==> src/design/ucsm_pkg.sv <==
`timescale 1ns / 1ps
// ----------------------------------------------------------------------------
// ucsm_pkg
// Shared types and constants for the URL category substring matcher.
// ----------------------------------------------------------------------------
package ucsm_pkg;

  localparam int BYTE_W = 8;
  localparam int CAT_W  = 8;
  localparam int FUNC_W = 2;
  localparam int GRP_W  = 3;
  localparam int SLOT_W = 3;
  localparam int POS_W  = 5;

  localparam logic [FUNC_W-1:0] FUNC_WRITE = 2'd0;
  localparam logic [FUNC_W-1:0] FUNC_URL   = 2'd1;
  localparam logic [FUNC_W-1:0] FUNC_CLEAR = 2'd2;

  localparam logic [BYTE_W-1:0] TEXT_END = 8'd0;

  // Control group from the top level to every cell; wr is decoded per cell.
  typedef struct packed {
    logic wr;     // write one byte of this cell's pattern
    logic feed;   // advance the match vector by one text byte
    logic flush;  // drop matching state after a result
    logic clr;    // wipe pattern and matching state
  } cell_ctrl_t;

endpackage

==> src/design/ucsm_cell.sv <==
`timescale 1ns / 1ps
// ----------------------------------------------------------------------------
// ucsm_cell
// One pattern cell: holds a pattern, its shift-and vector and found flag, and
// passes the slot prefix "all patterns so far are non-empty" to its neighbour.
// ----------------------------------------------------------------------------
module ucsm_cell #(
  parameter int PATTERN_BYTES = 32
) (
  input  logic                          clk,
  input  logic                          rst_n,
  input  ucsm_pkg::cell_ctrl_t          ctrl,
  input  logic [ucsm_pkg::POS_W-1:0]    wr_pos,
  input  logic [ucsm_pkg::BYTE_W-1:0]   wr_byte,
  input  logic [ucsm_pkg::BYTE_W-1:0]   text_byte,
  input  logic                          nz_in,
  output logic                          nz_out,
  output logic                          hit
);
  import ucsm_pkg::*;

  logic [BYTE_W-1:0]        pat_r [PATTERN_BYTES];
  logic [PATTERN_BYTES-1:0] vec_r, vec_nxt;
  logic                     found_r, found_nxt;
  logic [PATTERN_BYTES-1:0] nz, pre, eq, tail;
  logic                     end_hit, found_now;

  // Byte comparisons, length prefix and pattern-end positions.
  always_comb begin
    for (int k = 0; k < PATTERN_BYTES; k++) begin
      nz[k] = (pat_r[k] != TEXT_END);
    end
    pre[0] = nz[0];
    for (int k = 1; k < PATTERN_BYTES; k++) begin
      pre[k] = pre[k-1] & nz[k];
    end
    for (int k = 0; k < PATTERN_BYTES; k++) begin
      eq[k] = pre[k] & (pat_r[k] == text_byte);
    end
    for (int k = 0; k < PATTERN_BYTES - 1; k++) begin
      tail[k] = pre[k] & ~nz[k+1];
    end
    tail[PATTERN_BYTES-1] = pre[PATTERN_BYTES-1];
    vec_nxt   = {vec_r[PATTERN_BYTES-2:0], 1'b1} & eq;
    end_hit   = |(vec_nxt & tail);
    found_now = found_r | (ctrl.feed & end_hit);
    found_nxt = found_now;
  end

  assign nz_out = nz_in & nz[0];
  assign hit    = found_now & nz_out;

  // Pattern bytes.
  always_ff @(posedge clk) begin
    for (int k = 0; k < PATTERN_BYTES; k++) begin
      if (!rst_n || ctrl.clr) begin
        pat_r[k] <= '0;
      end else if (ctrl.wr && int'(wr_pos) == k) begin
        pat_r[k] <= wr_byte;
      end
    end
  end

  // Matching state.
  always_ff @(posedge clk) begin
    if (!rst_n || ctrl.clr || ctrl.flush) begin
      vec_r   <= '0;
      found_r <= 1'b0;
    end else if (ctrl.feed) begin
      vec_r   <= vec_nxt;
      found_r <= found_nxt;
    end
  end

endmodule

==> config.mk <==
export PLATFORM = sky130hd
export DESIGN_NAME = ucsm_cell
export DESIGN_NICKNAME = d
export VERILOG_FILES = /design/src/design/ucsm_pkg.sv /design/src/design/ucsm_cell.sv
export SDC_FILE = /design/constraint.sdc
export NUM_CORES = 1
export LEC_CHECK = 0
export BUFFER_PORTS_ARGS = -buffer_cell sky130_fd_sc_hd__buf_2
export CAP_MARGIN = 30
export CORE_MARGIN = 5
export CORE_UTILIZATION = 29
export CTS_CLUSTER_DIAMETER = 60
export DETAILED_ROUTE_END_ITERATION = 12
export GPL_TIMING_DRIVEN = 0
export SYNTH_ARGS = -nofsm -noshare
export SYNTH_HDL_FRONTEND = slang
export SYNTH_SLANG_ARGS = --single-unit
export TNS_END_PERCENT = 1
==> constraint.sdc <==
create_clock -name clk -period 6.95 [get_ports clk]
set_input_delay 1.0425 -clock clk [delete_from_list [all_inputs] [get_ports clk]]
set_output_delay 1.0425 -clock clk [all_outputs]
set_load 0.005 [all_outputs]
==> results.toml, run 1 <==
[sta]
rsz0062_at_grt = "false"
period_minus_slack_ns = 5.05
setup_viol = 0
slew_headroom = 0.308
clock.fmax_mhz = 198
setup_tns_ns = 0
period_share = 0.727
finalHoldViolCount = 0
worst_slew_pin_slew_ns = 1.03
fin_skew_ns = 0.0190
drv_slew = 0

[critical_path]
path_class = "in2out"
r2r_slack_ns = 4.08
crit-reg2reg-launch = "pat_r[0][6]"
crit_path_max_fanout = 10
worst_path_max_delay_cell = "nor4_1"
startpoint_type = "primary input"
rr_worst_depth = 8
cp.arrival_ns = 4.01
crit_family = "buffers and inverters"
cp.required_ns = 5.91
crit_path_cell_trace = "buf_2 > buf_4 > buf_4 > xnor2_1 > nand4_1 > nor4_1 > a31oi_1 > o22ai_1 > a211oi_2 > nand3_1 > o211a_1 > buf_2"
critPathMaxStageDelay_ns = 0.59
critPathBufInv = 4
end_kind = "output port"
r2r-end = "vec_r[27]"

[detailed_routing]
via_count = 10800
wirelength_mm = 46.9
dr.pass1.iters = 6
ant_nets = 0
viasPerCell = 5.08
drt_iter0_drc = 978
wl_per_cell_um = 22.0
drcViolationCount = 0

[global_routing]
grt_max_degree = 16
grt_usage = 0.161
grt_pass1_wl_mm = 69.6
antenna_found_initial = 0
grt_pass1_vias = 11100
gr-total-overflow = 0

[synth]
ys_warn_count = 0
syn-instance-count = 1349
synthDistinctLibCells = 55
synth_nets = 1377
synth_edf_count = 256
synth_area_per_cell_um2 = 11.2
syn_area_um2 = 15200
netlist.area_leader.share = 0.507
netlist_top_cells_area = "edfxtp_1, xnor2_1, and2_1"
ys_ff_latch = 288
seq_area_frac_synth = 0.549
ys.flop_type = "edfxtp_1"
synthArstFlopShare = 0
yosys.area.top_type = "edfxtp_1"

[cts]
worstSkewPairLatency_ns = 0.59
postCtsHoldBufs = 0
cts_resized = 0
post_cts_buffers = 0
cts.sinks = 288
ctsHtreeMaxLevel = 1
cts_root_buf = "clkbuf_16"
clk_path_buf_depth = 3
clk_pin_slew_worst_paths_ns = 0.06
cts_made_buffers = 31
cts_tree = "built"

[layout]
final_common_cell = "and2_1"
area_growth_pct = 15.1
nets = 1458
layout_common_cells = "and2_1, edfxtp_1, xnor2_1"
drive_gt1_frac = 0.101
n_antenna_cell = 0

[power]
p_leak_nw = 5.96
p_per_area_nw_per_um2 = 251
p_total_w = 0.00438
ir_drop_uv = 214

[floorplan]
dieArea_um2 = 56900
die_x_um = 239
start_util = 0.294
die_y_um = 239
rows = 83
num_io_pins = 30
coreArea_um2 = 51500

[placement]
io_buffers = 19
routabilityCongestion = 0.910
dp_hpwl_mm = 32.0

[worst_hold_path]
hold_class = "reg2reg"
hold_start = "vec_r[10]"
hold_path_depth = 2
min_to = "vec_r[10]"

[flow_run]
max_cap_violations = 0

[status]
status = "completed"
[worst max-delay path by stage]
stage / end / from / slack, ns / cells after the start
after global routing: hit / text_byte[5] / 1.80 / 12
after floorplan: hit / text_byte[2] / 3.17 / 11
final: hit / text_byte[5] / 1.90 / 12
after detailed placement: hit / text_byte[5] / 1.97 / 12
after global placement: hit / text_byte[5] / 1.90 / 12
after CTS: hit / text_byte[5] / 1.95 / 12
[logic make-up (layout without fill, tap and decap cells)]
group	after synthesis	in the layout	share of synthesized area
AO/OA/AOI/OAI	86	86	0.0335
buffers and inverters	79	185	0.0243
multiplexers	2	2	0.00132
XOR/XNOR	256	256	0.148
flip-flops	288	288	0.549
AND/OR/NAND/NOR	638	638	0.243
[sequential cells by signal (all words and copies together) (netlist names)]
signal and cells:
vec_r 31, pat_r 256, found_r 1
[final cells by class]
class,count,area (um2)
repair buffers,48,258
flip-flops and latches,288,8330
clock buffers,34,797
clock inverters,24,382
plain buffers,76,357
inverters,3,11.3
well taps,680,851
fillers,5180,34100
multi-input cells,982,6460
[Yosys cell counts, types with 3 or more instances]
master	count
and2_1	258
edfxtp_1	256
xnor2_1	213
nand2_1	74
nand3_1	58
nor4_1	57
nor2_1	56
nand4_1	47
clkbuf_1	43
xor2_1	43
o21ai_0	34
dfxtp_1	32
or4_1	31
a21oi_1	27
buf_2	21
nor3_1	19
buf_4	10
and3_1	7
nor2b_1	6
nand2b_1	4
or4_4	4
a22o_1	3
a31oi_1	3
o31ai_1	3
[metrics by stage]
step	area (um2)	utilization	hold slack [ns]	std cells	worst slack (ns)
after floorplan	15200	-	0.425	1349	3.17
after global placement	16100	0.313	0.449	2048	1.90
after detailed placement	16200	0.315	0.451	2073	1.97
after CTS	17400	0.338	0.463	2131	1.95
after global routing	17400	0.339	0.478	2135	1.80
final	17400	0.339	0.464	2135	1.90
[worst reg2reg max path, stage by stage (launching register included)]
cell and delay [ns]:
edfxtp_1 0.38, or4_1 0.13, nor2_1 0.13, nor3_4 0.46, nand4_2 0.33, nor4_4 0.68, nand4_1 0.32, nor4_1 0.28
a21o_1 0.12
[layer usage]
layer / GRT usage / part of all wire / vias to the layer above
met3: 0.0218 / 0.078 / 126
met4: 0.0619 / 0.040 / 0
met5: 0 / 0 / -
met1: 0.210 / 0.41 / 5254
li1: - / - / 4951
met2: 0.273 / 0.47 / 514
[power by group]
| part | internal [W] | switching (W) | total (W) |
|---|---|---|---|
| combinational | 0.000161 | 0.000293 | 0.000454 |
| clock | 0.00120 | 0.000712 | 0.00191 |
| sequential | 0.00196 | 0.0000579 | 0.00202 |
| total | 0.00332 | 0.00106 | 0.00438 |
No activity file was read; power rests on OpenSTA's default activity.
==> run 2, diff against run 1 <==
--- a/config.mk
+++ b/config.mk
@@ -5,6 +5,7 @@
 export SDC_FILE = /design/constraint.sdc
 export NUM_CORES = 1
 export LEC_CHECK = 0
+export ABC_AREA = 1
 export BUFFER_PORTS_ARGS = -buffer_cell sky130_fd_sc_hd__buf_2
 export CAP_MARGIN = 30
 export CORE_MARGIN = 5
==> constraint.sdc (replaced) <==
create_clock -name clk -period 4.2 [get_ports clk]
set_input_delay 0.63 -clock clk [delete_from_list [all_inputs] [get_ports clk]]
set_output_delay 0.63 -clock clk [all_outputs]
set_load 0.005 [all_outputs]
==> results.toml, run 2 <==
[synth]
syn-instance-count = 1651
synth_edf_count = 256
ys.flop_type = "edfxtp_1"
netlist.area_leader.share = 0.512
yosys.area.top_type = "edfxtp_1"
synth_area_per_cell_um2 = 9.09
synthArstFlopShare = 0
ys_ff_latch = 288
synth_nets = 1679
yosysMostFrequentCell = "nor2_1"
seq_area_frac_synth = 0.555
netlist_top_cells_area = "edfxtp_1, nor2_1, nand2_1"
synthDistinctLibCells = 39
ys_top_cells_by_count = "nor2_1, edfxtp_1, nand2_1"
ys_warn_count = 0
syn_area_um2 = 15000

[layout]
largest_registers = "pat_r: 256 flops, vec_r: 31 flops, found_r: 1 flops"
largest_register_ffs = 256
layout_common_cells = "nor2_1, edfxtp_1, nand2_1"
regMostFlops = "pat_r"
n_antenna_cell = 0
design_area_um2 = 17200
nets = 1749
final_cells = 2425
drive_gt1_frac = 0.0940
final_common_cell = "nor2_1"
area_growth_pct = 14.5

[global_routing]
grt_most_used_layer = "met2"
antenna_found_initial = 0
gr-total-overflow = 0
grt_pass1_vias = 12100
met3_usage = 0.0255
met2_usage = 0.274
grt_max_degree = 15
grt_usage = 0.162
grt_pass1_wl_mm = 71.0
grtUsageMet1 = 0.206

[placement]
routabilityCongestion = 0.924
placed_cell_area_um2 = 16000
io_buffers = 25
dp_hpwl_mm = 33.0
post-place-cells = 2358
pre_cts_slack_ns = -1.18

[floorplan]
coreArea_um2 = 51300
num_io_pins = 30
dieArea_um2 = 56400
die_y_um = 237
rows = 83
start_util = 0.293
die_x_um = 237

[cts]
cts_tree = "built"
postCtsHoldBufs = 0
clk_pin_slew_worst_paths_ns = 0.06
ctsHtreeMaxLevel = 1
worstSkewPairLatency_ns = 0.57
cts_root_buf = "clkbuf_16"
cts_made_buffers = 30
cts.sinks = 288
clk_path_buf_depth = 3

[sta]
drv_slew = 0
rsz0062_at_grt = "true"
worst_slew_pin_slew_ns = 1.08
period_minus_slack_ns = 4.99
finalHoldViolCount = 0
clock.fmax_mhz = 200
period_share = 1.19
slew_headroom = 0.279
worst_slack_ns = -0.793
fin_skew_ns = 0.0181
setup_viol = 1

[power]
ir_drop_uv = 355
combPwrFrac = 0.110
p_per_area_nw_per_um2 = 401
intPower_w = 0.00515
p_sw_w = 0.00175
p_seq_frac = 0.488
p_total_w = 0.00690
p_leak_nw = 6.53
swShare = 0.253
clock_power_share = 0.402

[critical_path]
end_kind = "output port"
crit_path_max_fanout = 3
rr_worst_depth = 24
path_class = "reg2out"
cp.required_ns = 3.57
cp-startpoint = "pat_r[0][14]"
cp-endpoint = "hit"
r2r-end = "found_r"
r2r_slack_ns = 0.45
cp.arrival_ns = 4.36
crit-reg2reg-launch = "pat_r[0][14]"
startpoint_type = "flip-flop"

[detailed_routing]
via_count = 12600
wirelength_mm = 47.6
dr.pass1.iters = 6
ant_nets = 0
drt_iter0_drc = 1175
wl_per_cell_um = 19.6
drcViolationCount = 0
viasPerCell = 5.20

[status]
violations = "negative setup slack"
status = "complete, but fails checks"

[worst_hold_path]
hold_class = "reg2reg"

[flow_run]
max_cap_violations = 0
==> run 2: changes by cell type after synthesis, moves of 20 or more <==
cell,previous run,this run
or4_1,31,3
nor2_1,56,388
a211oi_1,0,22
and2_1,258,0
o22ai_1,1,21
a21oi_1,27,51
inv_1,2,90
xnor2_1,213,41
o21ai_0,34,93
nand2_1,74,247
==> run 2: logic make-up after synthesis <==
family,after synthesis,share of synthesized area
flops,288,0.555
compound gates,219,0.0860
xor+xnor,99,0.0578
simple gates,852,0.252
buf+inv,193,0.0497
==> run 2: routing by layer <==
layer / part of all wire / vias up
met5: 0 / -
met4: 0.046 / 0
met3: 0.079 / 130
met2: 0.47 / 574
met1: 0.40 / 6059
li1: - / 5839
==> run 2: through the flow <==
stage	setup TNS, ns	hold WS, ns	util
floorplan	0	0.432	-
global placement	-1.97	0.445	0.312
detailed placement	-1.84	0.452	0.312
CTS	-0.683	0.464	0.333
global route	-1.04	0.509	0.335
finish	-0.793	0.481	0.335
==> run 2: how the worst min path moves through the flow <==
stage | to | cells after the start | from
5_1_grt | found_r | 2 | found_r
2_1_floorplan | found_r | 2 | found_r
4_1_cts | pat_r[0][7] | 3 | wr_byte[7]
3_3_place_gp | found_r | 2 | found_r
6_report | found_r | 2 | found_r
3_5_place_dp | found_r | 2 | found_r
==> run 2: final cells by class <==
type,instances,area [um2]
Buffer,86,358
Sequential cell,288,8330
Clock buffer,38,812
Clock inverter,18,211
Multi-Input combinational cell,1170,5990
Fill cell,5184,34100
Timing Repair Buffer,38,241
Tap cell,680,851
Inverter,107,404
==> run 2: repair_timing <==
action,CTS,global route
setup endpoints to repair,1,1
buffers inserted,0,10
gates resized for setup,23,7
pin swaps,2,18
==> run 2: power groups by stage <==
stage / logic, W / clock network [W] / registers (W)
after floorplan: 0.000481 / 0 / 0.00339
after global placement: 0.000707 / 0 / 0.00342
after global routing: 0.000823 / 0.00290 / 0.00338
final: 0.000760 / 0.00277 / 0.00337
after CTS: 0.000732 / 0.00279 / 0.00336
after detailed placement: 0.000722 / 0 / 0.00342
==> run 2: critical path, stage by stage (launching register included) <==
cell and delay [ns]:
edfxtp_1 0.37, inv_1 0.08, nand3_2 0.08, nor2_2 0.05, nor2_2 0.14, nand4_1 0.15
nor2_2 0.22, nand4_1 0.17, nor2_2 0.20, nand4_1 0.12, nor2_2 0.19, nand4_1 0.13
nor2_2 0.19, nand4_1 0.15, nor2_2 0.18, nand4_1 0.21, nor2_4 0.18, nand4_1 0.19
nor2_2 0.20, nand3_1 0.09, nand2_1 0.08, inv_1 0.05, nand3_2 0.08, nand2_2 0.06
a21oi_2 0.10, buf_2 0.12
==> run 3, diff against run 2 <==
==> constraint.sdc (replaced) <==
create_clock -name clk -period 4.1 [get_ports clk]
set_input_delay 0.615 -clock clk [delete_from_list [all_inputs] [get_ports clk]]
set_output_delay 0.615 -clock clk [all_outputs]
set_load 0.005 [all_outputs]
==> results.toml, run 3 (synthesized netlist as in run 2, its figures left out) <==
[critical_path]
cp.arrival_ns = 4.34
r2r-end = "found_r"
rr_worst_depth = 24
path_class = "reg2out"
crit_path_max_fanout = 3
r2r_slack_ns = 0.37
cp.required_ns = 3.48
startpoint_type = "flip-flop"
end_kind = "output port"
crit-reg2reg-launch = "pat_r[0][14]"

[power]
p_leak_nw = 6.52
p_per_area_nw_per_um2 = 411
ir_drop_uv = 365

[detailed_routing]
dr.pass1.iters = 6
drt_iter0_drc = 1190
via_count = 12600
wirelength_mm = 47.4
drcViolationCount = 0
wl_per_cell_um = 19.6
viasPerCell = 5.19
ant_nets = 0

[sta]
clock.fmax_mhz = 202
worst_slack_ns = -0.853
fin_skew_ns = 0.0170
rsz0062_at_grt = "true"
setup_tns_ns = -0.853
period_share = 1.21
period_minus_slack_ns = 4.95
worst_slew_pin_slew_ns = 1.04
finalHoldViolCount = 0
drv_slew = 0
slew_headroom = 0.306
setup_viol = 1

[status]
status = "complete, but fails checks"
violations = "negative setup slack"

[cts]
postCtsHoldBufs = 0
cts_made_buffers = 30
worstSkewPairLatency_ns = 0.57
cts_root_buf = "clkbuf_16"
cts.sinks = 288
clk_path_buf_depth = 3
cts_tree = "built"
clk_pin_slew_worst_paths_ns = 0.06
ctsHtreeMaxLevel = 1

[layout]
final_cells = 2425
regMostFlops = "pat_r"
final_common_cell = "nor2_1"
n_antenna_cell = 0
largest_register_ffs = 256
area_growth_pct = 14.5
layout_common_cells = "nor2_1, edfxtp_1, nand2_1"
largest_registers = "pat_r: 256 flops, vec_r: 31 flops, found_r: 1 flops"
drive_gt1_frac = 0.0934
nets = 1749

[worst_hold_path]
hold_start = "found_r"
min_to = "found_r"
hold_path_depth = 2
hold_class = "reg2reg"

[floorplan]
coreArea_um2 = 51300
start_util = 0.293
rows = 83
dieArea_um2 = 56400
die_y_um = 237
num_io_pins = 30
die_x_um = 237

[placement]
routabilityCongestion = 0.924
pre_cts_slack_ns = -1.25
post-place-cells = 2358
dp_hpwl_mm = 33.0
io_buffers = 25

[global_routing]
grt_usage = 0.162
antenna_found_initial = 0
grt_pass1_wl_mm = 71.0
gr-total-overflow = 0
grt_max_degree = 15
grt_pass1_vias = 12100

[flow_run]
max_cap_violations = 0
-- run 3: cell counts in the layout (fill, tap and decap cells not counted) --
Identical to the previous run, type by type.
-- run 3: layout make-up --
| cell class | instances | area [um2] |
|---|---|---|
| fillers | 5183 | 34100 |
| inverters | 107 | 404 |
| well taps | 680 | 851 |
| plain buffers | 86 | 357 |
| clock buffers | 38 | 812 |
| multi-input cells | 1170 | 5990 |
| clock inverters | 18 | 211 |
| flip-flops and latches | 288 | 8330 |
| repair buffers | 38 | 241 |
-- run 3: how the worst max path moves through the flow --
stage / from / end / slack [ns] / cells after the start
finish: pat_r[0][14] / hit / -0.85 / 25
detailed placement: text_byte[7] / hit / -1.25 / 22
global route: pat_r[0][14] / hit / -1.12 / 25
global placement: text_byte[7] / hit / -1.28 / 22
floorplan: text_byte[6] / hit / 0.61 / 15
CTS: pat_r[0][6] / hit / -0.77 / 25
-- run 3: stage by stage --
stage               power [W]  hold WS, ns   util  instance area (um2)
floorplan             0.00396        0.432      -                15000
global placement      0.00422        0.445  0.312                16000
detailed placement    0.00424        0.452  0.312                16000
CTS                   0.00705        0.449  0.333                17100
global route          0.00728        0.509  0.335                17200
finish                0.00706        0.481  0.335                17200
-- run 3: per-layer routing --
metal / vias to the layer above / wire length (um) / GRT usage
met5: - / 0 / 0
met2: 562 / 22400 / 0.274
met4: 0 / 2210 / 0.0703
li1: 5841 / - / -
met1: 6043 / 19000 / 0.206
met3: 130 / 3770 / 0.0255
-- run 3: worst max-delay path, stage by stage, from the launching register on --
cell,delay [ns]
edfxtp_1,0.37
inv_1,0.08
nand3_2,0.08
nor2_2,0.05
nor2_2,0.13
nand4_1,0.14
nor2_2,0.22
nand4_1,0.17
nor2_2,0.20
nand4_1,0.12
nor2_2,0.19
nand4_1,0.13
nor2_2,0.19
nand4_1,0.15
nor2_2,0.18
nand4_1,0.21
nor2_4,0.18
nand4_1,0.19
nor2_2,0.20
nand3_1,0.09
nand2_1,0.08
inv_1,0.04
nand3_2,0.08
nand2_2,0.06
a21oi_2,0.10
buf_2,0.12
-- run 3: power breakdown --
part           switching, W  internal [W]
sequential         0.000110       0.00334
clock               0.00113       0.00171
combinational      0.000544      0.000233
total               0.00179       0.00528
-- run 3: repair_timing --
item | CTS | global route
resized for setup | 22 | 7
setup buffers | 0 | 10
setup endpoints to repair | 2 | 1
hold endpoints to repair | 0 | 0
pin swaps | 2 | 18
